<file path="config.mk">
export PLATFORM = sky130hd
export DESIGN_NAME = uat_cfg
export DESIGN_NICKNAME = d
export VERILOG_FILES = /design/src/rtl/uat_pkg.sv /design/src/rtl/uat_cfg.sv
export SDC_FILE = /design/constraint.sdc
export NUM_CORES = 1
export LEC_CHECK = 0
export BUFFER_PORTS_ARGS = -buffer_cell sky130_fd_sc_hd__buf_2
export CORE_MARGIN = 1.5
export CORE_UTILIZATION = 31
export CTS_BUF_LIST = sky130_fd_sc_hd__clkbuf_2 sky130_fd_sc_hd__clkbuf_4 sky130_fd_sc_hd__clkbuf_8
export DETAILED_ROUTE_END_ITERATION = 8
export GPL_ROUTABILITY_DRIVEN = 0
export HOLD_SLACK_MARGIN = 0.15
export PLACE_DENSITY = 0.81
export SYNTH_ARGS = -nofsm -noshare
export SYNTH_HDL_FRONTEND = slang
export SYNTH_SLANG_ARGS = --single-unit
</file>
<file path="constraint.sdc">
create_clock -name clk -period 0.95 [get_ports clk]
set_clock_uncertainty 0.1 [all_clocks]
set_input_delay 0.19 -clock clk [delete_from_list [all_inputs] [get_ports clk]]
set_output_delay 0.19 -clock clk [all_outputs]
set_load 0.005 [all_outputs]
</file>
<file path="src/rtl/uat_pkg.sv">
// Package for the undirected adjacency table: sizes, codes and shared types.
// No dependencies; every other file in rtl/ but uat_ram imports it.
package uat_pkg;

  localparam int MAX_VERTICES = 64;
  localparam int MAX_DEGREE   = 16;

  localparam int VTX_W    = 6;
  localparam int WGT_W    = 32;
  localparam int STAT_W   = 3;
  localparam int FUNC_W   = 2;
  localparam int VCNT_W   = 7;
  localparam int CFG_AW   = 3;
  localparam int DEG_W    = $clog2(MAX_DEGREE + 1);
  localparam int SLOT_W   = $clog2(MAX_DEGREE);
  localparam int ENTRY_W  = VTX_W + WGT_W;
  localparam int NB_DEPTH = MAX_VERTICES * MAX_DEGREE;
  localparam int NB_AW    = $clog2(NB_DEPTH);

  localparam logic [VCNT_W-1:0] VCNT_RESET = VCNT_W'(64);
  localparam logic [DEG_W-1:0]  DEG_FULL   = DEG_W'(MAX_DEGREE);

  typedef enum logic [FUNC_W-1:0] {
    FN_ADD = 2'd0,
    FN_REM = 2'd1,
    FN_NBR = 2'd2
  } func_t;

  typedef enum logic [STAT_W-1:0] {
    ST_OK         = 3'd0,
    ST_BAD_VERTEX = 3'd1,
    ST_SELF_LOOP  = 3'd2,
    ST_NOT_FOUND  = 3'd3,
    ST_FULL       = 3'd4
  } status_t;

  // register index = paddr[2]
  typedef enum logic [0:0] {
    REG_VERTEX_COUNT = 1'b0
  } reg_idx_t;

  typedef enum logic [3:0] {
    S_IDLE,
    S_DEG_A,
    S_DEG_B,
    S_ADD2,
    S_RM_START,
    S_RM_SCAN,
    S_RM_SHIFT,
    S_LIST,
    S_REPLY
  } state_t;

  function automatic logic vertex_ok(logic [VTX_W-1:0] v, logic [VCNT_W-1:0] cnt);
    return ({1'b0, v} < cnt) && (int'(v) < MAX_VERTICES);
  endfunction

endpackage

</file>
<file path="src/rtl/uat_cfg.sv">
// APB-style register port holding vertex_count.
// Depends on uat_pkg.
module uat_cfg import uat_pkg::*; (
  input  logic              clk,
  input  logic              rst,
  input  logic              psel,
  input  logic              penable,
  input  logic              pwrite,
  input  logic [CFG_AW-1:0] paddr,
  input  logic [31:0]       pwdata,
  output logic [31:0]       prdata,
  output logic              pready,
  output logic [VCNT_W-1:0] vertex_count
);
  logic sel_vcnt;

  assign pready   = 1'b1;
  assign sel_vcnt = (paddr[2] == REG_VERTEX_COUNT);

  always_ff @(posedge clk) begin
    if (rst) begin
      vertex_count <= VCNT_RESET;
    end else if (psel && penable && pwrite && pready && sel_vcnt) begin
      vertex_count <= pwdata[VCNT_W-1:0];
    end
  end

  assign prdata = sel_vcnt ? {{(32-VCNT_W){1'b0}}, vertex_count} : 32'd0;
endmodule

</file>
# ---- Word level (Yosys, flattened, before mapping)
# Index checks and enable logic that the tools add are counted.
dict set report classes {
  muxes 1
  n_bitwise 1
  reduce_logical 3
}
# cell count
set ops {}
lappend ops {{$mux W7} 1}
lappend ops {{$logic_and A1 B1 Y1} 3}
lappend ops {{$not A1 Y1} 1}
dict set report word_totals {
  reg_bits 7
  inputBits 40
  out_inout_bits 40
  wordCells 6
}

# ---- Longest topological paths before layout
# Gate-level depths: netlist of run 1.
dict set report depth {
  depth_word 3
  mapped_depth 3
  ltp_nobuf 2
}

# ---- Worst setup path after synthesis of run 1
# No wires, ideal clock.
dict set report synth_timing {
  kind {input to register}
  start {input port paddr[2]}
  end {register vertex_count[0]}
  setup_ps 72
  arrival_ps 718
  required_ps 778
  path_slack_ps 60
  cell_stages 3
  path_buffers 1
  cell_sequence {and4b_1 buf_6 mux2i_1}
}
dict set report synth_between {
  elab_chain_len 2
}
# item line_no
set synth_rtl {}
lappend synth_rtl {{start, declared} uat_cfg.sv:9} ;# input logic [CFG_AW-1:0] paddr,
lappend synth_rtl {{$not A1 Y1} uat_cfg.sv:18} ;# assign sel_vcnt = (paddr[2] == REG_VERTEX_COUNT);
lappend synth_rtl {{$logic_and A1 B1 Y1} uat_cfg.sv:23} ;# end else if (psel && penable && pwrite && pready && sel_vcnt) begin
lappend synth_rtl {{end signal, assigned} uat_cfg.sv:24} ;# vertex_count <= pwdata[VCNT_W-1:0];
lappend synth_rtl {{end, declared} uat_cfg.sv:13} ;# output logic [VCNT_W-1:0] vertex_count
# Every way passes these cells.
# A chain may end at the register's enable or synchronous reset.

# ---- Worst setup path in the final report of run 1
dict set report layout_timing {
  start {register vertex_count[2]}
  end {output port prdata[2]}
}
dict set report layout_between {
  elab_chain_len 1
}
# item line_no
set layout_rtl {}
lappend layout_rtl {{$mux W7} uat_cfg.sv:28} ;# assign prdata = sel_vcnt ? {{(32-VCNT_W){1'b0}}, vertex_count} : 32'd0;
lappend layout_rtl {{end, declared} uat_cfg.sv:11} ;# output logic [31:0] prdata,
# Every way passes these cells.

==> results.sh, run 1 <==
export IMPL_ant_nets=0
export IMPL_die_area_sq_mm=0.00215
export IMPL_leakagePower_nw=0.479
export IMPL_fmax_mhz=864
export IMPL_holdBufCountCts=6
export IMPL_viasPerCell=3.63
export IMPL_fin_crit_ns=1.16
export IMPL_grt_max_degree=15
export IMPL_drive_above_1_share=0.514
export IMPL_grt_pass1_vias=441
export IMPL_async_flop_share=0
export IMPL_synth_seq_cells=7
export IMPL_multi_input_area_sq_um=322
export IMPL_synth_top_area_cell="buf_4"
export IMPL_synth_common_cells="buf_4, nand2b_1, and2b_2, dfxtp_1, mux2i_1"
export IMPL_h_tree_depth=1
export IMPL_startpoint_type="flop"
export IMPL_critPathMaxStageDelay_ns=0.32
export IMPL_timing_final_ws_setup_ns=-0.207
export IMPL_fillers=170
export IMPL_combPwrFrac=0.205
export IMPL_netSwitchingFraction=0.245
export IMPL_regArea_sq_um=149
export IMPL_fin_nets=152
export IMPL_met1Wirelength_um=445
export IMPL_die_w_um=46.3
export IMPL_synth_warnings=0
export IMPL_end_kind="primary output"
export IMPL_wl_um=1250
export IMPL_peakVddDrop_v=0.000478
export IMPL_route_vias_total=494
export IMPL_core_sq_mm=0.00175
export IMPL_place_area_sq_um=646
export IMPL_rsz0062_at_grt="true"
export IMPL_ys_seq_area_frac=0.241
export IMPL_largest_reg_flops=7
export IMPL_cts_sinks=7
export IMPL_intPower_mw=0.581
export IMPL_cts_buffers=3
export IMPL_grt_total_usage=0.114
export IMPL_numPortBuffers=26
export IMPL_pin_count=80
export IMPL_dieHeight_um=46.3
export IMPL_synth_most_common_cell="buf_4"
export IMPL_cts_tree="built"
export IMPL_status="finished, violations left"
export IMPL_fin_cells=136
export IMPL_placedCellCount=116
export IMPL_topRoutingLayerUsed="met3"
export IMPL_synth_cells=66
export IMPL_slowest_stage="dfxtp_2"
export IMPL_post_route_drc_count=0
export IMPL_p_switching_mw=0.189
export IMPL_clk_pin_slew_ns=0.06
export IMPL_synth_edff_count=0
export IMPL_dr_pass1_iters=2
export IMPL_ys_flop_type="dfxtp_1"
export IMPL_crit_chain="and2b_2 -> buf_2"
export IMPL_finalCritPeriodShare=1.22
export IMPL_regMostFlops="vertex_count"
export IMPL_final_max_slew_viol_count=0
export IMPL_gr_total_overflow=0
export IMPL_syn_area_per_cell_sq_um=8.82
export IMPL_yosysTopAreaCellShare=0.335
export IMPL_crit_path_max_fanout=2
export IMPL_ys_top_cells_by_area="buf_4, dfxtp_1, nand2b_1"
export IMPL_hold_viol=0
export IMPL_dr_wl_met3_um=89
export IMPL_row_count=15
export IMPL_seq_power_share=0.396
export IMPL_setup_viol=14
export IMPL_grt_pass1_wl_um=1650
export IMPL_worst_ep_arrival_time_ns=0.87
export IMPL_finalPower_mw=0.770
export IMPL_cellPowerDensity_mw_per_mm2=859
export IMPL_reg_top3="vertex_count (7)"
export IMPL_syn_to_final_growth_pct=54.2
export IMPL_post_drt_wl_per_cell_um=9.16
export IMPL_hold_class="input port to flop"
export IMPL_clock_root_buffer="clkbuf_4"
export IMPL_clock_path_buffers=2
export IMPL_cp_buffers_inverters=1
export IMPL_syn_area_sq_um=582
export IMPL_num_antenna_cells=0
export IMPL_synth_cell_type_count=10
export IMPL_dpl_hpwl_um=863
export IMPL_clkLatencyLatePin_ns=0.25
export IMPL_crit_family="flip-flops"
export IMPL_stdcell_area_sq_um=897
export IMPL_critical_path_class="flop to primary output"
export IMPL_met2_length_um=711
export IMPL_pwr_share_clk=0.399
export IMPL_violations="negative setup slack"
export IMPL_drt_iter0_drc=5
export IMPL_max_cap_violations=0
export IMPL_dp_slack_ns=-0.111
export IMPL_start_util=0.333
export IMPL_cp_required_ns=0.66
export IMPL_grt_antenna_before_repair=0
-- metal layers --
layer / vias up / global-route usage
met3: 0 / 0.0471
met5: - / 0
met1: 222 / 0.0886
li1: 241 / -
met4: 0 / 0.0514
met2: 31 / 0.233
-- placed cells by master, fill, tap and decap left out, drive strengths merged --
master / n
nand2b: 12
clkbuf: 4
and2b: 7
mux2i: 7
dlygate4sd3: 6
and4b: 1
conb: 26
nor2: 2
buf: 39
dfxtp: 7
-- per-stage QoR --
stage	TNS, ns	utilization	hold WS [ns]
floorplan	0	-	0.245
detailed placement	-1.29	0.370	0.363
CTS	-2.42	0.495	0.108
global route	-2.67	0.514	0.123
global placement	-1.12	0.370	0.350
finish	-2.27	0.514	0.112
-- worst reg2reg max path: cells and delay by family (launching register included) --
kind | cells | cell delay, ns
mux | 1 | 0.07
simple gates | 1 | 0.07
flops | 1 | 0.32
buf+inv | 2 | 0.23
-- what timing repair did --
action	4_1_cts	5_1_grt
setup endpoints to repair	14	16
buffers inserted	9	3
hold endpoints to repair	7	1
resized for setup	16	5
-- power groups by stage --
| stage | Combinational, mW | Sequential [mW] | Clock [mW] |
|---|---|---|---|
| finish | 0.158 | 0.305 | 0.307 |
| global route | 0.176 | 0.305 | 0.334 |
| CTS | 0.153 | 0.304 | 0.318 |
| detailed placement | 0.112 | 0.311 | 0 |
| global placement | 0.108 | 0.311 | 0 |
| floorplan | 0.140 | 0.311 | 0 |
-- kinds of logic after synthesis --
| kind of cell | after synthesis | share of synthesized area |
|---|---|---|
| AND/OR/NAND/NOR | 22 | 0.265 |
| buffers and inverters | 28 | 0.361 |
| flip-flops | 7 | 0.241 |
| multiplexers | 7 | 0.120 |
| other | 2 | 0.0129 |
-- worst paths after layout --
check,start,to,cells past startpoint,slack (ns)
min reg2reg,vertex_count[6],vertex_count[6],3,0.50
max reg2reg,vertex_count[0],vertex_count[0],4,0.05
max,vertex_count[2],prdata[2],2,-0.21
min,pwdata[6],vertex_count[6],3,0.11
-- cell type report --
class,count,area share
Clock buffer,4,0.0335
Multi-Input combinational cell,55,0.358
Sequential cell,7,0.166
Tap cell,25,0.0349
Timing Repair Buffer,45,0.407
No activity file was read; power rests on OpenSTA's default activity.
==> run 2, diff against run 1 <==
- PLACE_DENSITY: 0.81 -> 0.82
- RECOVER_POWER: not set -> 50
==> run 2 against run 1 <==
The flow still finishes with violations (negative setup slack); cell area increased by 1.5%; largest cell class unchanged; wire length is 8.4% lower; critical path depth did not move.
==> results.sh, run 2 (synthesized netlist as in run 1, its figures left out) <==
export IMPL_cts_buffers=3
export IMPL_startpoint_type="flop"
export IMPL_peakVddDrop_v=0.000788
export IMPL_place_area_sq_um=651
export IMPL_dieHeight_um=46.3
export IMPL_seq_power_share=0.405
export IMPL_gr_total_overflow=0
export IMPL_clock_root_buffer="clkbuf_4"
export IMPL_cts_sinks=7
export IMPL_finalCritPeriodShare=1.22
export IMPL_die_w_um=46.3
export IMPL_drive_above_1_share=0.509
export IMPL_final_cell_mix="conb_1, buf_2, buf_6"
export IMPL_clock_path_buffers=2
export IMPL_netSwitchingFraction=0.225
export IMPL_ant_nets=0
export IMPL_drt_iter0_drc=4
export IMPL_max_cap_violations=0
export IMPL_worst_ep_arrival_time_ns=0.87
export IMPL_fin_crit_ns=1.16
export IMPL_route_vias_total=500
export IMPL_end_kind="primary output"
export IMPL_hold_viol=0
export IMPL_status="finished, violations left"
export IMPL_combPwrFrac=0.214
export IMPL_cp_required_ns=0.66
export IMPL_r2r_end="vertex_count[6]"
export IMPL_fin_nets=153
export IMPL_final_common_cell="conb_1"
export IMPL_dr_pass1_iters=2
export IMPL_utilization=0.522
export IMPL_critical_path_class="flop to primary output"
export IMPL_die_area_sq_mm=0.00215
export IMPL_reg_top3="vertex_count (7)"
export IMPL_start_util=0.333
export IMPL_grt_pass1_wl_um=1550
export IMPL_crit_path_max_fanout=2
export IMPL_cts_tree="built"
export IMPL_hold_class="input port to flop"
export IMPL_clkLatencyLatePin_ns=0.24
export IMPL_final_max_slew_viol_count=0
export IMPL_core_sq_mm=0.00175
export IMPL_endpoint="prdata[5]"
export IMPL_timing_final_ws_setup_ns=-0.210
export IMPL_grt_antenna_before_repair=0
export IMPL_h_tree_depth=1
export IMPL_largest_reg_flops=7
export IMPL_p_switching_mw=0.170
export IMPL_grt_total_usage=0.107
export IMPL_reg2reg_from="vertex_count[6]"
export IMPL_viasPerCell=3.65
export IMPL_stdcell_area_sq_um=911
export IMPL_cellPowerDensity_mw_per_mm2=828
export IMPL_pin_count=80
export IMPL_pwr_share_clk=0.381
export IMPL_row_count=15
export IMPL_hold_start="pwdata[6]"
export IMPL_intPower_mw=0.584
export IMPL_post_drt_wl_per_cell_um=8.33
export IMPL_holdBufCountCts=6
export IMPL_leakagePower_nw=0.483
export IMPL_rr_worst_depth=4
export IMPL_fmax_mhz=862
export IMPL_grt_max_degree=15
export IMPL_numPortBuffers=26
export IMPL_num_antenna_cells=0
export IMPL_ff2ff_setup_slack_ns=0.04
export IMPL_post_route_drc_count=0
export IMPL_dpl_hpwl_um=788
export IMPL_regMostFlops="vertex_count"
export IMPL_wl_um=1140
export IMPL_violations="negative setup slack"
export IMPL_setup_viol=14
export IMPL_cp_startpoint="vertex_count[5]"
export IMPL_clk_pin_slew_ns=0.05
export IMPL_syn_to_final_growth_pct=56.6
export IMPL_grt_pass1_vias=420
export IMPL_rsz0062_at_grt="true"
run 2: per-stage QoR:
stage,cells,power [mW],TNS [ns],setup WS [ns],hold WS [ns]
finish,137,0.754,-2.07,-0.210,0.114
floorplan,90,0.451,0,0.0599,0.245
global route,137,0.802,-2.52,-0.243,0.110
CTS,135,0.765,-2.23,-0.212,0.105
global placement,115,0.420,-1.24,-0.104,0.353
detailed placement,115,0.424,-1.49,-0.145,0.360
run 2: metal layers:
metal / track usage / vias to the layer above / wire, um
li1: - / 243 / -
met5: 0 / - / 0
met2: 0.208 / 33 / 649
met4: 0.0343 / 0 / 0
met1: 0.0894 / 224 / 394
met3: 0.0588 / 0 / 97
run 2: power by group through the flow:
stage | Sequential (mW) | Clock (mW) | Combinational (mW)
2_1_floorplan | 0.311 | 0 | 0.140
3_3_place_gp | 0.311 | 0 | 0.110
3_5_place_dp | 0.311 | 0 | 0.113
4_1_cts | 0.305 | 0.305 | 0.155
5_1_grt | 0.306 | 0.314 | 0.182
6_report | 0.306 | 0.287 | 0.161
run 2: critical path, stage by stage, from the launching register on:
cell	delay (ns)
dfxtp_2	0.32
and2b_2	0.19
buf_2	0.12
run 2: worst min path at each step:
stage	endpoint	slack, ns	depth (start not counted)
after CTS	vertex_count[6]	0.11	3
after floorplan	vertex_count[1]	0.24	2
after global placement	vertex_count[6]	0.35	3
after detailed placement	vertex_count[0]	0.36	3
final	vertex_count[6]	0.11	3
after global routing	vertex_count[6]	0.11	3
run 2: cell type report:
class	count	area, sq um
clock buffer	4	30.0
fill	169	835
multi-input combinational	55	322
sequential	7	148
tap	25	31.3
timing repair buffer	46	380
run 2: timing repair:
action / 4_1_cts / 5_1_grt
buffers inserted: 10 / 2
hold endpoints to repair: 7 / 1
gates resized for setup: 18 / 3
endpoints found under the setup margin: 14 / 14
gates cloned: 0 / 0
