<file path="src/rtl/uat_pkg.sv">
// Package for the undirected adjacency table: sizes, codes and shared types.
// No dependencies; every other file in rtl/ but uat_ram imports it.
package uat_pkg;

  localparam int MAX_VERTICES = 64;
  localparam int MAX_DEGREE   = 16;

  localparam int VTX_W    = 6;
  localparam int WGT_W    = 32;
  localparam int STAT_W   = 3;
  localparam int FUNC_W   = 2;
  localparam int VCNT_W   = 7;
  localparam int CFG_AW   = 3;
  localparam int DEG_W    = $clog2(MAX_DEGREE + 1);
  localparam int SLOT_W   = $clog2(MAX_DEGREE);
  localparam int ENTRY_W  = VTX_W + WGT_W;
  localparam int NB_DEPTH = MAX_VERTICES * MAX_DEGREE;
  localparam int NB_AW    = $clog2(NB_DEPTH);

  localparam logic [VCNT_W-1:0] VCNT_RESET = VCNT_W'(64);
  localparam logic [DEG_W-1:0]  DEG_FULL   = DEG_W'(MAX_DEGREE);

  typedef enum logic [FUNC_W-1:0] {
    FN_ADD = 2'd0,
    FN_REM = 2'd1,
    FN_NBR = 2'd2
  } func_t;

  typedef enum logic [STAT_W-1:0] {
    ST_OK         = 3'd0,
    ST_BAD_VERTEX = 3'd1,
    ST_SELF_LOOP  = 3'd2,
    ST_NOT_FOUND  = 3'd3,
    ST_FULL       = 3'd4
  } status_t;

  // register index = paddr[2]
  typedef enum logic [0:0] {
    REG_VERTEX_COUNT = 1'b0
  } reg_idx_t;

  typedef enum logic [3:0] {
    S_IDLE,
    S_DEG_A,
    S_DEG_B,
    S_ADD2,
    S_RM_START,
    S_RM_SCAN,
    S_RM_SHIFT,
    S_LIST,
    S_REPLY
  } state_t;

  function automatic logic vertex_ok(logic [VTX_W-1:0] v, logic [VCNT_W-1:0] cnt);
    return ({1'b0, v} < cnt) && (int'(v) < MAX_VERTICES);
  endfunction

endpackage

</file>
<file path="src/rtl/uat_cmd_if.sv">
// Command channel: valid/ready handshake with one command item as payload.
// Depends on uat_pkg.
interface uat_cmd_if import uat_pkg::*; ();
  logic              valid;
  logic              ready;
  logic [FUNC_W-1:0] func;
  logic [VTX_W-1:0]  first_vertex;
  logic [VTX_W-1:0]  second_vertex;
  logic signed [WGT_W-1:0] edge_weight;

  modport source (output valid, func, first_vertex, second_vertex, edge_weight,
                  input ready);
  modport sink   (input valid, func, first_vertex, second_vertex, edge_weight,
                  output ready);
endinterface

</file>
<file path="src/rtl/uat_res_if.sv">
// Result channel: valid/ready handshake with one result item as payload.
// Depends on uat_pkg.
interface uat_res_if import uat_pkg::*; ();
  logic              valid;
  logic              ready;
  logic [STAT_W-1:0] status;
  logic              has_neighbor;
  logic [VTX_W-1:0]  neighbor_vertex;
  logic signed [WGT_W-1:0] neighbor_weight;
  logic              last_result;

  modport source (output valid, status, has_neighbor, neighbor_vertex,
                  neighbor_weight, last_result, input ready);
  modport sink   (input valid, status, has_neighbor, neighbor_vertex,
                  neighbor_weight, last_result, output ready);
endinterface

</file>
<file path="src/rtl/uat_ctrl.sv">
// Command sequencer: degree/neighbor memory access, list search and shift,
// result register. Depends on uat_pkg, uat_cmd_if, uat_res_if.
module uat_ctrl import uat_pkg::*; (
  input  logic              clk,
  input  logic              rst,
  input  logic [VCNT_W-1:0] vertex_count,
  uat_cmd_if.sink           cmd,
  uat_res_if.source         res,
  // degree memory
  output logic              deg_we,
  output logic [VTX_W-1:0]  deg_waddr,
  output logic [DEG_W-1:0]  deg_wdata,
  output logic              deg_re,
  output logic [VTX_W-1:0]  deg_raddr,
  input  logic [DEG_W-1:0]  deg_rdata,
  // neighbor memory
  output logic              nb_we,
  output logic [NB_AW-1:0]  nb_waddr,
  output logic [ENTRY_W-1:0] nb_wdata,
  output logic              nb_re,
  output logic [NB_AW-1:0]  nb_raddr,
  input  logic [ENTRY_W-1:0] nb_rdata
);
  state_t state, state_next;

  func_t             func_r;
  logic [VTX_W-1:0]  va, vb;
  logic [WGT_W-1:0]  wt;
  logic [DEG_W-1:0]  deg_a, deg_b, slot;
  logic              side, miss;
  status_t           rstat;

  logic [MAX_VERTICES-1:0] dvalid;
  logic                    dvalid_q;

  logic              res_valid, res_has, res_last;
  status_t           res_status;
  logic [VTX_W-1:0]  res_peer;
  logic [WGT_W-1:0]  res_weight;

  logic              cmd_fire, out_free, in_bad, in_self;
  logic [DEG_W-1:0]  deg_now, cur_n, slot_inc;
  logic [VTX_W-1:0]  cur_u, cur_p, ent_peer;
  logic              more, match, list_last, add_full;
  logic              side_done, side_miss;
  logic              res_load;
  logic              ld_has, ld_last;
  status_t           ld_status;
  logic [VTX_W-1:0]  ld_peer;
  logic [WGT_W-1:0]  ld_weight;

  // shared conditions
  assign cmd_fire  = cmd.valid && cmd.ready;
  assign out_free  = !res_valid || res.ready;
  assign in_self   = (cmd.first_vertex == cmd.second_vertex);
  assign deg_now   = dvalid_q ? deg_rdata : '0;
  assign cur_u     = side ? vb : va;
  assign cur_p     = side ? va : vb;
  assign cur_n     = side ? deg_b : deg_a;
  assign slot_inc  = slot + DEG_W'(1);
  assign more      = (slot_inc < cur_n);
  assign ent_peer  = nb_rdata[ENTRY_W-1:WGT_W];
  assign match     = (ent_peer == cur_p);
  assign list_last = (slot_inc == deg_a);
  assign add_full  = (deg_a >= DEG_FULL) || (deg_now >= DEG_FULL);

  always_comb begin
    if (func_t'(cmd.func) == FN_NBR) begin
      in_bad = !vertex_ok(cmd.first_vertex, vertex_count);
    end else begin
      in_bad = !vertex_ok(cmd.first_vertex, vertex_count) ||
               !vertex_ok(cmd.second_vertex, vertex_count);
    end
  end

  always_comb begin
    side_done = 1'b0;
    side_miss = 1'b0;
    case (state)
      S_RM_START: begin
        side_done = (cur_n == '0);
        side_miss = 1'b1;
      end
      S_RM_SCAN: begin
        side_done = !more;
        side_miss = !match;
      end
      S_RM_SHIFT: begin
        side_done = !more;
      end
      default: ;
    endcase
  end

  // next state
  always_comb begin
    state_next = state;
    unique case (state) inside
      S_IDLE: begin
        if (cmd_fire) begin
          case (func_t'(cmd.func)) inside
            FN_ADD, FN_REM: state_next = (in_bad || in_self) ? S_REPLY : S_DEG_A;
            FN_NBR:         state_next = in_bad ? S_REPLY : S_DEG_A;
            default:        state_next = S_IDLE;
          endcase
        end
      end
      S_DEG_A: begin
        if (func_r == FN_NBR) begin
          state_next = (deg_now == '0) ? S_REPLY : S_LIST;
        end else begin
          state_next = S_DEG_B;
        end
      end
      S_DEG_B: begin
        if (func_r == FN_ADD) begin
          state_next = add_full ? S_REPLY : S_ADD2;
        end else begin
          state_next = S_RM_START;
        end
      end
      S_ADD2: state_next = S_REPLY;
      S_RM_START, S_RM_SCAN, S_RM_SHIFT: begin
        if (side_done) begin
          state_next = side ? S_REPLY : S_RM_START;
        end else if (state == S_RM_START) begin
          state_next = S_RM_SCAN;
        end else if (state == S_RM_SCAN && match) begin
          state_next = S_RM_SHIFT;
        end
      end
      S_LIST: begin
        if (out_free && list_last) begin
          state_next = S_IDLE;
        end
      end
      S_REPLY: begin
        if (out_free) begin
          state_next = S_IDLE;
        end
      end
      default: state_next = S_IDLE;
    endcase
  end

  // outputs: memory controls and result load
  always_comb begin
    cmd.ready = (state == S_IDLE);
    deg_re    = 1'b0;
    deg_raddr = cmd.first_vertex;
    deg_we    = 1'b0;
    deg_waddr = va;
    deg_wdata = deg_a + DEG_W'(1);
    nb_re     = 1'b0;
    nb_raddr  = {va, SLOT_W'(0)};
    nb_we     = 1'b0;
    nb_waddr  = {va, deg_a[SLOT_W-1:0]};
    nb_wdata  = {vb, wt};
    res_load  = 1'b0;
    ld_status = rstat;
    ld_has    = 1'b0;
    ld_peer   = '0;
    ld_weight = '0;
    ld_last   = 1'b1;
    unique case (state) inside
      S_IDLE: begin
        deg_re = cmd_fire;
      end
      S_DEG_A: begin
        deg_re    = 1'b1;
        deg_raddr = vb;
        nb_re     = (func_r == FN_NBR) && (deg_now != '0);
      end
      S_DEG_B: begin
        if (func_r == FN_ADD && !add_full) begin
          deg_we = 1'b1;
          nb_we  = 1'b1;
        end
      end
      S_ADD2: begin
        deg_we    = 1'b1;
        deg_waddr = vb;
        deg_wdata = deg_b + DEG_W'(1);
        nb_we     = 1'b1;
        nb_waddr  = {vb, deg_b[SLOT_W-1:0]};
        nb_wdata  = {va, wt};
      end
      S_RM_START: begin
        nb_re    = (cur_n != '0);
        nb_raddr = {cur_u, SLOT_W'(0)};
      end
      S_RM_SCAN, S_RM_SHIFT: begin
        nb_re     = more && (state == S_RM_SHIFT || !match || more);
        nb_raddr  = {cur_u, slot_inc[SLOT_W-1:0]};
        deg_waddr = cur_u;
        deg_wdata = cur_n - DEG_W'(1);
        deg_we    = !more && (state == S_RM_SHIFT || match);
        nb_waddr  = {cur_u, SLOT_W'(slot - DEG_W'(1))};
        nb_wdata  = nb_rdata;
        nb_we     = (state == S_RM_SHIFT);
      end
      S_LIST: begin
        nb_re     = out_free && !list_last;
        nb_raddr  = {va, slot_inc[SLOT_W-1:0]};
        res_load  = out_free;
        ld_status = ST_OK;
        ld_has    = 1'b1;
        ld_peer   = ent_peer;
        ld_weight = nb_rdata[WGT_W-1:0];
        ld_last   = list_last;
      end
      S_REPLY: begin
        res_load = out_free;
      end
      default: ;
    endcase
  end

  // control state
  always_ff @(posedge clk) begin
    if (rst) begin
      state     <= S_IDLE;
      res_valid <= 1'b0;
      dvalid    <= '0;
    end else begin
      state <= state_next;
      if (res_load) begin
        res_valid <= 1'b1;
      end else if (res.ready) begin
        res_valid <= 1'b0;
      end
      if (deg_we) begin
        dvalid[deg_waddr] <= 1'b1;
      end
    end
  end

  // datapath registers
  always_ff @(posedge clk) begin
    if (deg_re) begin
      dvalid_q <= dvalid[deg_raddr];
    end
    if (res_load) begin
      res_status <= ld_status;
      res_has    <= ld_has;
      res_peer   <= ld_peer;
      res_weight <= ld_weight;
      res_last   <= ld_last;
    end
    case (state) inside
      S_IDLE: begin
        if (cmd_fire) begin
          func_r <= func_t'(cmd.func);
          va     <= cmd.first_vertex;
          vb     <= cmd.second_vertex;
          wt     <= cmd.edge_weight;
          side   <= 1'b0;
          miss   <= 1'b0;
          rstat  <= in_bad ? ST_BAD_VERTEX : ST_SELF_LOOP;
        end
      end
      S_DEG_A: begin
        deg_a <= deg_now;
        slot  <= '0;
        rstat <= ST_OK;
      end
      S_DEG_B: begin
        deg_b <= deg_now;
        rstat <= add_full ? ST_FULL : ST_OK;
      end
      S_RM_START, S_RM_SCAN, S_RM_SHIFT: begin
        if (side_done) begin
          side  <= 1'b1;
          miss  <= miss | side_miss;
          rstat <= (miss | side_miss) ? ST_NOT_FOUND : ST_OK;
          slot  <= '0;
        end else if (state == S_RM_START) begin
          slot <= '0;
        end else begin
          slot <= slot_inc;
        end
      end
      S_LIST: begin
        if (out_free && !list_last) begin
          slot <= slot_inc;
        end
      end
      default: ;
    endcase
  end

  assign res.valid           = res_valid;
  assign res.status          = res_status;
  assign res.has_neighbor    = res_has;
  assign res.neighbor_vertex = res_peer;
  assign res.neighbor_weight = res_weight;
  assign res.last_result     = res_last;
endmodule

</file>
<file path="src/flat_wrapper.sv">
// flat-port wrapper written by rule: the top's interface ports become plain ports
module uat_ctrl_flat import uat_pkg::*;
  (clk, rst, vertex_count, deg_we, deg_waddr, deg_wdata, deg_re, deg_raddr, deg_rdata, nb_we, nb_waddr, nb_wdata, nb_re, nb_raddr, nb_rdata, cmd_valid, cmd_func, cmd_first_vertex, cmd_second_vertex, cmd_edge_weight, cmd_ready, res_valid, res_status, res_has_neighbor, res_neighbor_vertex, res_neighbor_weight, res_last_result, res_ready);
  uat_cmd_if cmd_i ();
  uat_res_if res_i ();
  input  logic clk;
  input  logic rst;
  input  logic [VCNT_W-1:0] vertex_count;
  output logic deg_we;
  output logic [VTX_W-1:0] deg_waddr;
  output logic [DEG_W-1:0] deg_wdata;
  output logic deg_re;
  output logic [VTX_W-1:0] deg_raddr;
  input  logic [DEG_W-1:0] deg_rdata;
  output logic nb_we;
  output logic [NB_AW-1:0] nb_waddr;
  output logic [ENTRY_W-1:0] nb_wdata;
  output logic nb_re;
  output logic [NB_AW-1:0] nb_raddr;
  input  logic [ENTRY_W-1:0] nb_rdata;
  input wire logic [$bits(cmd_i.valid)-1:0] cmd_valid;
  input wire logic [$bits(cmd_i.func)-1:0] cmd_func;
  input wire logic [$bits(cmd_i.first_vertex)-1:0] cmd_first_vertex;
  input wire logic [$bits(cmd_i.second_vertex)-1:0] cmd_second_vertex;
  input wire logic [$bits(cmd_i.edge_weight)-1:0] cmd_edge_weight;
  output wire logic [$bits(cmd_i.ready)-1:0] cmd_ready;
  output wire logic [$bits(res_i.valid)-1:0] res_valid;
  output wire logic [$bits(res_i.status)-1:0] res_status;
  output wire logic [$bits(res_i.has_neighbor)-1:0] res_has_neighbor;
  output wire logic [$bits(res_i.neighbor_vertex)-1:0] res_neighbor_vertex;
  output wire logic [$bits(res_i.neighbor_weight)-1:0] res_neighbor_weight;
  output wire logic [$bits(res_i.last_result)-1:0] res_last_result;
  input wire logic [$bits(res_i.ready)-1:0] res_ready;
  assign cmd_i.valid = cmd_valid;
  assign cmd_i.func = cmd_func;
  assign cmd_i.first_vertex = cmd_first_vertex;
  assign cmd_i.second_vertex = cmd_second_vertex;
  assign cmd_i.edge_weight = cmd_edge_weight;
  assign cmd_ready = cmd_i.ready;
  assign res_valid = res_i.valid;
  assign res_status = res_i.status;
  assign res_has_neighbor = res_i.has_neighbor;
  assign res_neighbor_vertex = res_i.neighbor_vertex;
  assign res_neighbor_weight = res_i.neighbor_weight;
  assign res_last_result = res_i.last_result;
  assign res_i.ready = res_ready;
  uat_ctrl u_core (.clk(clk), .rst(rst), .vertex_count(vertex_count), .cmd(cmd_i), .res(res_i), .deg_we(deg_we), .deg_waddr(deg_waddr), .deg_wdata(deg_wdata), .deg_re(deg_re), .deg_raddr(deg_raddr), .deg_rdata(deg_rdata), .nb_we(nb_we), .nb_waddr(nb_waddr), .nb_wdata(nb_wdata), .nb_re(nb_re), .nb_raddr(nb_raddr), .nb_rdata(nb_rdata));
endmodule
</file>
<file path="config.mk">
export PLATFORM = sky130hd
export DESIGN_NAME = uat_ctrl_flat
export DESIGN_NICKNAME = d
export VERILOG_FILES = /design/src/rtl/uat_pkg.sv /design/src/rtl/uat_cmd_if.sv /design/src/rtl/uat_res_if.sv /design/src/rtl/uat_ctrl.sv /design/src/flat_wrapper.sv
export SDC_FILE = /design/constraint.sdc
export NUM_CORES = 1
export LEC_CHECK = 0
export ABC_AREA = 1
export BUFFER_PORTS_ARGS = -buffer_cell sky130_fd_sc_hd__buf_4
export CORE_MARGIN = 3
export CORE_UTILIZATION = 55
export DETAILED_ROUTE_END_ITERATION = 10
export PLACE_DENSITY = 0.9
export SLEW_MARGIN = 25
export SYNTH_ARGS = -nofsm -noshare
export SYNTH_HDL_FRONTEND = slang
export SYNTH_SLANG_ARGS = --single-unit
</file>
<file path="constraint.sdc">
create_clock -name clk -period 5.3 [get_ports clk]
set_input_delay 0.265 -clock clk [delete_from_list [all_inputs] [get_ports clk]]
set_output_delay 0.265 -clock clk [all_outputs]
set_load 0.05 [all_outputs]
</file>
After elaboration in Yosys (flattened, before gate mapping). Index checks and enable logic that the tools add are counted.

Bits in registers: 179. Output and inout port bits: 124.

Add/sub/neg operators: 5. Order comparisons: 8. Equal/unequal tests: 21. Mux-type cells: 68. Bitwise gates (word level): 4. Reduce and logical (&&, ||, !) cells: 48.

Operator list (number): $pmux W38 S2 (1); $or A64 B64 Y64 (1); $mux W4 (15); $mux W5 (8); $pmux W10 S3 (1); $pmux W4 S7 (1); $mux W3 (7); $pmux W10 S2 (1); $mux W1 (19); $mux W6 (3); $eq A4 B3 Y1 const B (4); $add A5 B1 Y5 const B (3); $lt A6 B7 Y1 (2); $lt A6 B7 Y1 const B (2); $eq A6 B6 Y1 (2); $pmux W6 S2 (1); $ge A5 B5 Y1 const B (2); $logic_not A5 Y1 (2); $ne A2 B1 Y1 const B (5); $pmux W5 S2 (1); $reduce_bool A5 Y1 (2); $logic_and A1 B1 Y1 (9); $eq A4 B2 Y1 const B (2); $reduce_and A4 Y1 (2); 31 further kinds (58).

Depth between registers and ports, before layout. Gate-level depths: netlist of run 1.

Depth after elaboration: 11. Gate-level depth with buffers: 17. Mapped depth without buffers: 16.

Worst setup path before layout of run 1. Ideal clock, no wire load.

Path type: register to register. Start point: reg u_core.state[2]. End point: reg u_core.func_r[0] (enable). Library setup time: 0.450 ns. Arrival time: 3.614 ns. Data required time: 4.850 ns. Setup slack: 1.236 ns. Stages on the path, launching flop included: 6. Buffers on the path: 0. Period minus slack after synthesis: 4.064 ns. Path through: dfxtp_1 > nor2_2 > inv_1 > nor2_1 > inv_1 > nor2_1.

Longest elaborated chain between the ends: 3.

Ends and longest elaborated chain: from (decl) (RTL line uat_ctrl.sv:24) `state_t state, state_next;`; from (signal assigned) (RTL line uat_ctrl.sv:226) `state <= state_next;`; $logic_not A4 Y1 * (RTL line uat_ctrl.sv:148) `cmd.ready = (state == S_IDLE);`; net cmd_ready (RTL line flat_wrapper.sv:26) `output wire logic [$bits(cmd_i.ready)-1:0] cmd_ready;`; $logic_and A1 B1 Y1 (RTL line uat_ctrl.sv:53) `assign cmd_fire = cmd.valid && cmd.ready;`; $reduce_and A2 Y1 (no source line) *; to (signal assigned) (RTL line uat_ctrl.sv:253) `func_r <= func_t'(cmd.func);`; to (decl) (RTL line uat_ctrl.sv:26) `func_t func_r;`.

Mark *: on every way through the listed nets, which the timed path passes. The rest lies on a longest branch. A chain may end at the register's enable or synchronous reset.

Worst setup path after layout of run 1.
Start point: reg u_core.side. End point: out deg_we.

Longest elaborated chain between the ends: 5. Elaborated cells on any way between the ends: 8. Classes of those cells: order compare: 1; eq/ne: 1; mux: 3; reduce/logical: 3.

Ends and longest elaborated chain: from (decl) (RTL line uat_ctrl.sv:30) `logic side, miss;`; from (signal assigned) (RTL line uat_ctrl.sv:257) `side <= 1'b0;`; from (signal assigned) (RTL line uat_ctrl.sv:273) `side <= 1'b1;`; $mux W5 / $mux W6 (equally long branches) (RTL line uat_ctrl.sv:59, uat_ctrl.sv:58); $lt A5 B5 Y1 / $eq A6 B6 Y1 (equally long branches) (RTL line uat_ctrl.sv:61, uat_ctrl.sv:63); $logic_not A1 Y1 / $logic_or A1 B1 Y1 (equally long branches) (RTL line uat_ctrl.sv:197) `deg_we = !more && (state == S_RM_SHIFT || match);`; $logic_and A1 B1 Y1 * (RTL line uat_ctrl.sv:197); $pmux W1 S3 * (RTL line uat_ctrl.sv:165) `unique case (state) inside`; to (decl) (RTL line flat_wrapper.sv:9) `output logic deg_we;`.

Every way passes the cells marked *; elsewhere a longest branch is shown, timed or not.

==> results of run 1 <==
[kinds of logic (layout without fill, tap and decap cells)]
kind of cell | after synthesis | in the layout | synth area share
xor gates and xnor gates | 10 | 10 | 0.008816
and+or+nand+nor | 600 | 600 | 0.2797
AOI/OAI and AO/OA | 188 | 188 | 0.1091
adders and majority gates | 19 | 19 | 0.02393
buffers and inverters | 246 | 469 | 0.1070
DFF | 179 | 179 | 0.4715
[power by group]
group / total [µW] / internal, µW / switching [µW]
Sequential: 1890 / 1760 / 137
Clock: 1180 / 643 / 535
Combinational: 2710 / 737 / 1970
Total: 5780 / 3140 / 2650
[routing by layer]
layer,vias to the layer above,routed length (µm)
li1,4394,-
met1,4295,11290
met2,577,14210
met3,88,3000
met4,0,1029
met5,-,0
[metrics by stage]
step	hold slack, ps	power, µW	setup slack [ps]
after floorplan	363.9	3832	1236
after global placement	442.8	4519	1826
after detailed placement	444.6	4579	1708
after CTS	0.007216	5757	1327
after global routing	0.3022	6045	962.3
final	9.886	5784	1281
[placed cells by master, fill, tap and decap left out, drive strengths merged, types with 2 or more instances in the layout]
| cell type | n |
|---|---|
| a21oi | 86 |
| o21a | 2 |
| or2 | 3 |
| o21bai | 2 |
| o22ai | 6 |
| xor2 | 7 |
| ha | 19 |
| nand3 | 116 |
| o21ai | 80 |
| buf | 228 |
| xnor2 | 3 |
| a22oi | 6 |
| clkbuf | 18 |
| clkinv | 8 |
| dfxtp | 69 |
| dlygate4sd3 | 15 |
| o31ai | 2 |
| nor3 | 5 |
| clkinvlp | 4 |
| nor2 | 166 |
| a31oi | 2 |
| nand2 | 307 |
| edfxtp | 110 |
| inv | 195 |
[critical path, stage by stage, from the launching register on]
cell	delay, ps
edfxtp_1	880
inv_1	320
o21ai_0	400
ha_1	320
a21o_1	190
nor2_1	130
nand2_1	80
nand3_1	120
nand2_2	450
buf_4	400
[synthesized netlist by cell type, drive strengths merged (2+ instances only)]
master | instances | area, µm²
a21oi | 86 | 434.2
a22oi | 6 | 45.04
a31oi | 2 | 12.51
buf | 32 | 225.2
clkbuf | 20 | 75.07
clkinv | 2 | 25.03
dfxtp | 69 | 1381
edfxtp | 110 | 3303
ha | 19 | 237.7
inv | 192 | 738.2
nand2 | 307 | 1170
nand3 | 116 | 780.8
nor2 | 166 | 759.5
nor3 | 5 | 30.03
o21a | 2 | 15.01
o21ai | 80 | 426.7
o21bai | 2 | 15.01
o22ai | 6 | 105.1
o31ai | 2 | 15.01
or2 | 3 | 18.77
xnor2 | 3 | 26.28
xor2 | 7 | 61.31
[area by class of cell]
cell class / count / area [µm²]
Clock buffer: 18 / 429.2
Clock inverter: 14 / 112.6
Fill cell: 1267 / 5136
Inverter: 194 / 763.2
Multi-Input combinational cell: 817 / 4208
Sequential cell: 179 / 4684
Tap cell: 225 / 281.5
Timing Repair Buffer: 243 / 1862
[repair_timing]
action                    in CTS  in global routing
setup buffers                  0                  0
hold buffers                  11                  4
hold endpoints to repair      11                  4
[sequential cells by signal (all words and copies together), names as in the netlist, 4 cells and up]
signal / cells
u_core.deg_b: 5
u_core.wt: 32
u_core.res.neighbor_weight: 32
u_core.res.neighbor_vertex: 6
u_core.slot: 5
u_core.dvalid: 64
u_core.vb: 6
u_core.state: 4
u_core.va: 6
u_core.deg_a: 5
[final timing paths]
path                                    startpoint  cells past startpoint           endpoint
worst min register to register   u_core.dvalid[40]                      2  u_core.dvalid[40]
worst max register to register         u_core.side                     11  u_core.dvalid[55]
worst min-delay path            cmd_edge_weight[8]                      1       u_core.wt[8]
worst max-delay path                   u_core.side                      9             deg_we
==> flow_metrics.py, run 1 <==
metrics = {
    "die": {
        "floorplan.initialDensity": 0.5685,
        "core_area_um2": 17480,
        "die_h_um": 140.4,
        "die_area_um2": 19710,
        "chipWidth_um": 140.4,
        "io-pin-count": 224,
        "rows": 48,
    },
    "finish": {
        "drive_above_1_share": 0.2191,
        "antenna-diode-count": 0,
        "layout.core_utilization": 0.7061,
        "final_area_um2": 12340,
        "fin_nets": 1571,
        "instances_no_fill": 1690,
        "flow.area_growth_from_synthesis_pct": 24.20,
    },
    "global_route": {
        "use_met2": 0.4793,
        "grt_usage": 0.2878,
        "globalRoute.totalOverflow": 0,
        "grt-busiest-layer": "met2",
        "grt_antenna_before_repair": 0,
        "grt_first_pass_wirelength_mm": 45.17,
        "grt_pass1_vias": 8676,
        "grt_max_degree": 85,
        "global_route.usage.met1": 0.3761,
        "use_met3": 0.05019,
    },
    "clocking": {
        "post_cts_resized": 0,
        "cts_tree": "done",
        "cts_made_buffers": 17,
        "numClockSinks": 179,
        "clock_insertion_delay_at_the_later_pin_of_the_skew_report_ps": 430,
        "clk_path_buf_depth": 2,
        "root_buffer": "clkbuf_16",
        "htree_levels": 4,
        "clk_pin_slew_ps": 70,
    },
    "timing": {
        "hold_viol": 0,
        "worst_slew_margin_rel": 0.3889,
        "skew_ps": 6.791,
        "final-setup-viol-count": 0,
        "rsz0062_at_grt": "no",
        "timing_worst_slew_pin_value_ps": 916.6,
        "max_freq_mhz": 248.8,
        "final.min_clock_period_ps": 4019,
        "finalMaxSlewViolations": 0,
        "setup_tns_ps": 0,
        "period_share": 0.7582,
    },
    "routing": {
        "antenna_viol_nets_final": 0,
        "routed_via_density": 5.535,
        "drt-pass1-iter-count": 7,
        "vias": 9354,
        "route.final.wire_length_mm": 29.53,
        "drtIter0Drc": 1135,
        "drc": 0,
        "avgRoutedWirePerCell_um": 17.48,
    },
    "worst_setup_path": {
        "cp_data_arrival_time_ps": 3750,
        "required_ps": 5040,
        "crit_path_end_kind": "output pin",
        "crit_type": "reg -> out",
        "crit_fanout": 42,
        "rrSetupSlack_ps": 1640,
        "crit_path_start_kind": "register",
    },
    "synthesis": {
        "synth_seq_area_share": 0.4715,
        "synth.cell_area_um2": 9936,
        "post_synth.cell_area_avg_um2": 8.000,
        "synthesis.nets": 1361,
        "syn-instance-count": 1242,
        "warnings_from_yosys": 0,
        "synth_edf_count": 110,
        "postSynth.asyncResetShare": 0,
        "ys_ff_latch": 179,
        "yosys.cell_types.count": 46,
        "primary_ff_master_synth": "edfxtp_1",
    },
    "placement": {
        "numPlacedInstances": 1643,
        "routabilityCongestion": 0.9680,
        "hpwlAfterDp_mm": 21.21,
        "io_buffers": 223,
        "placement.cell_area_um2": 11650,
    },
    "run_status": {
        "run_status": "completed",
    },
    "pwr": {
        "worst_ir_drop_vdd_mv": 0.2873,
        "power.static_leakage_uw": 0.005513,
        "powerDensity_nw_per_um2": 468.7,
    },
    "worst_hold_path": {
        "hp-class": "in -> reg",
    },
    "flow_run": {
        "max_cap_viol_count": 0,
    },
}
Power figures use the tool's default switching activity.
==> run 2: changes to the inputs <==
Clock period 5.3 ns to 3.81 ns, I/O delays scaled along.
==> flow_metrics.py, run 2 (synthesized netlist as in run 1, its figures left out) <==
metrics = {
    "timing": {
        "timing_worst_slew_pin_value_ps": 845.6,
        "finalMaxSlewViolations": 0,
        "skew_ps": 9.483,
        "setup_tns_ps": 0,
        "final.min_clock_period_ps": 3418,
        "fin_ws_ps": 392.5,
        "max_freq_mhz": 292.6,
        "hold_viol": 0,
        "worst_slew_margin_rel": 0.4362,
        "rsz0062_at_grt": "no",
        "final-setup-viol-count": 0,
        "period_share": 0.8970,
    },
    "clocking": {
        "numClockSinks": 179,
        "cts_tree": "done",
        "clock_insertion_delay_at_the_later_pin_of_the_skew_report_ps": 440,
        "htree_levels": 4,
        "root_buffer": "clkbuf_16",
        "clk_path_buf_depth": 2,
        "cts_made_buffers": 17,
        "clk_pin_slew_ps": 70,
        "buffers_inserted_during_post_cts_setup_optimization": 0,
        "post_cts_resized": 0,
    },
    "worst_setup_path": {
        "cp_data_arrival_time_ps": 3230,
        "crit_fanout": 26,
        "rrSetupSlack_ps": 690,
        "crit_path_end_kind": "output pin",
        "required_ps": 3620,
        "crit_path_start_kind": "register",
        "crit_type": "reg -> out",
    },
    "routing": {
        "routed-wl-met2_mm": 14.53,
        "drc": 0,
        "drt-met1-wl_mm": 11.38,
        "drt-pass1-iter-count": 6,
        "detailroute.wirelength.met3_mm": 3.351,
        "avgRoutedWirePerCell_um": 17.65,
        "drtIter0Drc": 1070,
        "antenna_viol_nets_final": 0,
        "route.final.wire_length_mm": 30.52,
        "topRoutingLayerUsed": "met4",
        "routed_via_density": 5.515,
        "vias": 9536,
    },
    "die": {
        "io-pin-count": 224,
        "die_h_um": 140.4,
        "chipWidth_um": 140.4,
        "core_area_um2": 17480,
        "die_area_um2": 19710,
        "rows": 48,
        "floorplan.initialDensity": 0.5685,
    },
    "worst_hold_path": {
        "hp-class": "in -> reg",
    },
    "global_route": {
        "grt_max_degree": 78,
        "grt_usage": 0.3023,
        "globalRoute.totalOverflow": 0,
        "grt_antenna_before_repair": 0,
        "grt_first_pass_wirelength_mm": 47.13,
        "grt_pass1_vias": 8837,
    },
    "finish": {
        "largest_register_ffs": 64,
        "fill_cells": 1205,
        "fin_nets": 1610,
        "instances_no_fill": 1729,
        "top_register": "u_core.dvalid",
        "flow.area_growth_from_synthesis_pct": 28.13,
        "drive_above_1_share": 0.2201,
        "mostFrequentLayoutCell": "nand2_1",
        "layout.cells.most_common_list": "301 x nand2_1, 235 x buf_4, 184 x inv_1",
        "antenna-diode-count": 0,
    },
    "pwr": {
        "worst_ir_drop_vdd_mv": 0.4599,
        "power.static_leakage_uw": 0.005704,
        "powerDensity_nw_per_um2": 638.9,
    },
    "run_status": {
        "run_status": "completed",
    },
    "placement": {
        "io_buffers": 223,
        "numPlacedInstances": 1651,
        "routabilityCongestion": 0.9534,
        "hpwlAfterDp_mm": 21.82,
        "worst_slack_placed_ps": 767.9,
    },
    "flow_run": {
        "max_cap_viol_count": 0,
    },
}
## run 2: cell types whose count changed in the layout (fill, tap and decap cells not counted), sizes merged
cell,previous run,this run
bufinv,1,0
clkbuf,18,19
clkinv,8,9
inv,195,197
dlygate4sd3,15,46
clkinvlp,4,1
buf,228,236
## run 2: worst max-delay path, cell delays in order (launching register included)
cell and delay (ps):
edfxtp_1 540, ha_1 290, or2_2 290, nand2_1 130
inv_1 60, ha_1 300, a21oi_1 140, nor2_1 60
nor2_1 110, nand2_1 90, nand3_1 100, nand2_2 320
buf_4 340
## run 2: worst paths after layout
path / start / endpoint / cells past startpoint
worst min-delay path: nb_rdata[30] / u_core.res.neighbor_weight[30] / 3
worst min register to register: u_core.dvalid[48] / u_core.dvalid[48] / 2
worst max-delay path: u_core.slot[0] / deg_we / 12
worst max register to register: u_core.slot[0] / u_core.dvalid[41] / 14
## run 2: repair_timing
| action | 4_1_cts | 5_1_grt |
|---|---|---|
| setup endpoints to repair | 0 | 0 |
| endpoints found under the hold margin | 46 | 0 |
| hold buffers | 46 | 0 |
## run 2: cell type report
type                    count  area, µm²  area share
flip-flops and latches    179       4684      0.3680
multi-input cells         817       4205      0.3303
repair buffers            282       2245      0.1763
inverters                 194      763.2     0.05995
clock buffers              19      452.9     0.03558
well taps                 225      281.5     0.02211
clock inverters            13      98.84    0.007764
## run 2: through the flow
step | power (µW) | area (µm²) | utilization | hold slack (ps)
finish | 8134 | 12730 | 0.7285 | 75.72
global route | 8504 | 12730 | 0.7285 | 80.22
CTS | 8076 | 12730 | 0.7285 | 54.60
detailed placement | 6415 | 11720 | 0.6705 | 369.8
global placement | 6333 | 11720 | 0.6705 | 368.7
floorplan | 5328 | 9938 | - | 289.4
## run 2: metal layers
layer,vias up,track usage
li1,4477,-
met1,4354,0.3853
met2,620,0.4987
met3,85,0.06521
met4,0,0.1285
met5,-,0
## run 2: power breakdown
part / switching, µW / internal (µW)
sequential: 173 / 2440
clock: 759 / 877
combinational: 2800 / 1080
==> run 3: changes to the inputs <==
Settings changed: ABC_AREA 1 to 0, CORE_UTILIZATION 55 to 54.
==> flow_metrics.py, run 3 <==
metrics = {
    "flow_run": {
        "max_cap_viol_count": 0,
    },
    "synthesis": {
        "synth_largest_area_cell": "edfxtp_1",
        "synth_most_common_cell": "nand2_1",
        "synth_simple_gate_area_frac": 0.1733,
        "commonest_cells_in_the_synthesized_netlist": "185 x nand2_1, 110 x edfxtp_1, 88 x inv_1",
        "synthesis.nets": 1046,
        "post_synth_main_area_contributors": "edfxtp_1 37%, dfxtp_1 15%, nand2_1 7.7%",
        "synth_compound_area_frac": 0.1254,
        "ys_ff_latch": 179,
        "yosysTopAreaCellShare": 0.3653,
        "post_synth_mux_area_share": 0.06186,
        "postSynth.asyncResetShare": 0,
        "primary_ff_master_synth": "edfxtp_1",
        "yosys.cell_types.count": 67,
        "yosys.area_share.adder": 0.02629,
        "largest_family_of_logic_cells_by_synthesized_area": "simple AND/OR/NAND/NOR gates",
        "synthesized_area_fraction_occupied_by_xor_and_xnor_cells": 0.03045,
        "warnings_from_yosys": 0,
        "post_synth.cell_area_avg_um2": 9.753,
        "synth_edf_count": 110,
        "synth.cell_area_um2": 9041,
        "syn-instance-count": 927,
        "synth_seq_area_share": 0.5181,
    },
    "finish": {
        "flow.area_growth_from_synthesis_pct": 32.52,
        "fin_nets": 1306,
        "largest_register_ffs": 64,
        "area_used_by_sequential_logic_in_the_layout_um2": 4684,
        "mostFrequentLayoutCell": "buf_4",
        "layout.cells.most_common_list": "247 x buf_4, 185 x nand2_1, 110 x edfxtp_1",
        "instances_no_fill": 1416,
        "top_register": "u_core.dvalid",
        "fill_cells": 1024,
        "area_occupied_by_multi_input_gates_um2": 3795,
        "layout.core_utilization": 0.7435,
        "antenna-diode-count": 0,
        "drive_above_1_share": 0.2550,
    },
    "timing": {
        "finalMaxSlewViolations": 0,
        "skew_ps": 10.23,
        "final.min_clock_period_ps": 3247,
        "final-setup-viol-count": 0,
        "setup_tns_ps": 0,
        "max_freq_mhz": 308.0,
        "timing_worst_slew_pin_value_ps": 866.4,
        "worst_slew_margin_rel": 0.4171,
        "rsz0062_at_grt": "no",
        "hold_viol": 0,
        "period_share": 0.8522,
    },
    "placement": {
        "io_buffers": 223,
        "routabilityCongestion": 0.9058,
        "numPlacedInstances": 1340,
        "hpwlAfterDp_mm": 19.66,
    },
    "worst_setup_path": {
        "crit_type": "reg -> out",
        "required_ps": 3620,
        "cp_data_arrival_time_ps": 3060,
        "crit_path_start_kind": "register",
        "crit_path_end_kind": "output pin",
        "crit_fanout": 8,
    },
    "routing": {
        "drt-pass1-iter-count": 6,
        "antenna_viol_nets_final": 0,
        "route.final.wire_length_mm": 29.23,
        "avgRoutedWirePerCell_um": 20.64,
        "vias": 8431,
        "drc": 0,
        "routed_via_density": 5.954,
        "drtIter0Drc": 897,
    },
    "pwr": {
        "design_power_total_uw": 9282,
        "powerDensity_nw_per_um2": 774.7,
        "worst_ir_drop_vdd_mv": 0.6697,
        "power.static_leakage_uw": 0.004899,
    },
    "clocking": {
        "clk_pin_slew_ps": 70,
        "clock_insertion_delay_at_the_later_pin_of_the_skew_report_ps": 430,
        "htree_levels": 4,
        "buffers_inserted_during_post_cts_setup_optimization": 0,
        "cts_made_buffers": 17,
        "root_buffer": "clkbuf_16",
        "cts_tree": "done",
        "clk_path_buf_depth": 2,
        "numClockSinks": 179,
    },
    "global_route": {
        "grt_antenna_before_repair": 0,
        "grt_first_pass_wirelength_mm": 44.75,
        "grt_usage": 0.3143,
        "grt_max_degree": 75,
        "grt_pass1_vias": 8221,
        "globalRoute.totalOverflow": 0,
    },
    "die": {
        "die_area_um2": 18330,
        "io-pin-count": 224,
        "die_h_um": 135.4,
        "chipWidth_um": 135.4,
        "rows": 46,
        "floorplan.initialDensity": 0.5610,
        "core_area_um2": 16120,
    },
    "run_status": {
        "run_status": "completed",
    },
    "worst_hold_path": {
        "hp-class": "in -> reg",
    },
}
## run 3: area by class of cell
cell class / count / area share
Clock inverter: 14 / 0.01305
Tap cell: 216 / 0.02256
Sequential cell: 179 / 0.3910
Multi-Input combinational cell: 607 / 0.3167
Clock buffer: 18 / 0.03582
Inverter: 91 / 0.02934
Timing Repair Buffer: 291 / 0.1915
## run 3: worst paths after layout
| kind | cells after the start | slack (ps) | from | endpoint |
|---|---|---|---|---|
| setup / recovery | 9 | 560 | u_core.slot[0] | nb_re |
| hold / removal | 1 | 20 | cmd_first_vertex[5] | u_core.va[5] |
| setup reg to reg | 10 | 640 | u_core.state[1] | u_core.dvalid_q |
| hold reg to reg | 2 | 470 | u_core.dvalid[23] | u_core.dvalid[23] |
## run 3: cells by family after synthesis
| logic type | count (synthesis) |
|---|---|
| xor gates and xnor gates | 28 |
| adders and majority gates | 19 |
| muxes | 48 |
| AOI/OAI and AO/OA | 172 |
| DFF | 179 |
| buffers and inverters | 141 |
| and+or+nand+nor | 340 |
## run 3: power by group
group | internal (µW) | switching, µW | total [µW] | leakage [µW]
sequential | 2600 | 279 | 2880 | 0.00162
clock | 962 | 811 | 1770 | 0.000296
combinational | 1430 | 3200 | 4630 | 0.00298
total | 4990 | 4290 | 9280 | 0.00490
## run 3: metal layers
metal	global-route usage	share of wire
met1	0.3686	0.35
met2	0.5448	0.51
met3	0.07764	0.10
met4	0.1433	0.045
met5	0	0
## run 3: per-stage QoR
stage	instance area [µm²]	setup slack, ps	hold WS (ps)
final	11980	563.1	20.65
after detailed placement	10960	782.8	370.1
after CTS	11980	565.9	6.218
after global routing	11980	368.8	6.039
after floorplan	9041	522.8	289.4
after global placement	10960	796.1	368.8
## run 3: what timing repair did
item | 4_1_cts | 5_1_grt
hold buffers | 44 | 0
hold endpoints to repair | 44 | 0
gates resized for setup | 0 | 0
## run 3: critical path, stage by stage (launching register included)
cell and delay (ps):
edfxtp_1 520, ha_1 290, xnor2_1 210, inv_1 70, ha_1 310, a21o_1 160
a21o_1 180, a2111o_1 520, o211ai_1 140, buf_4 230
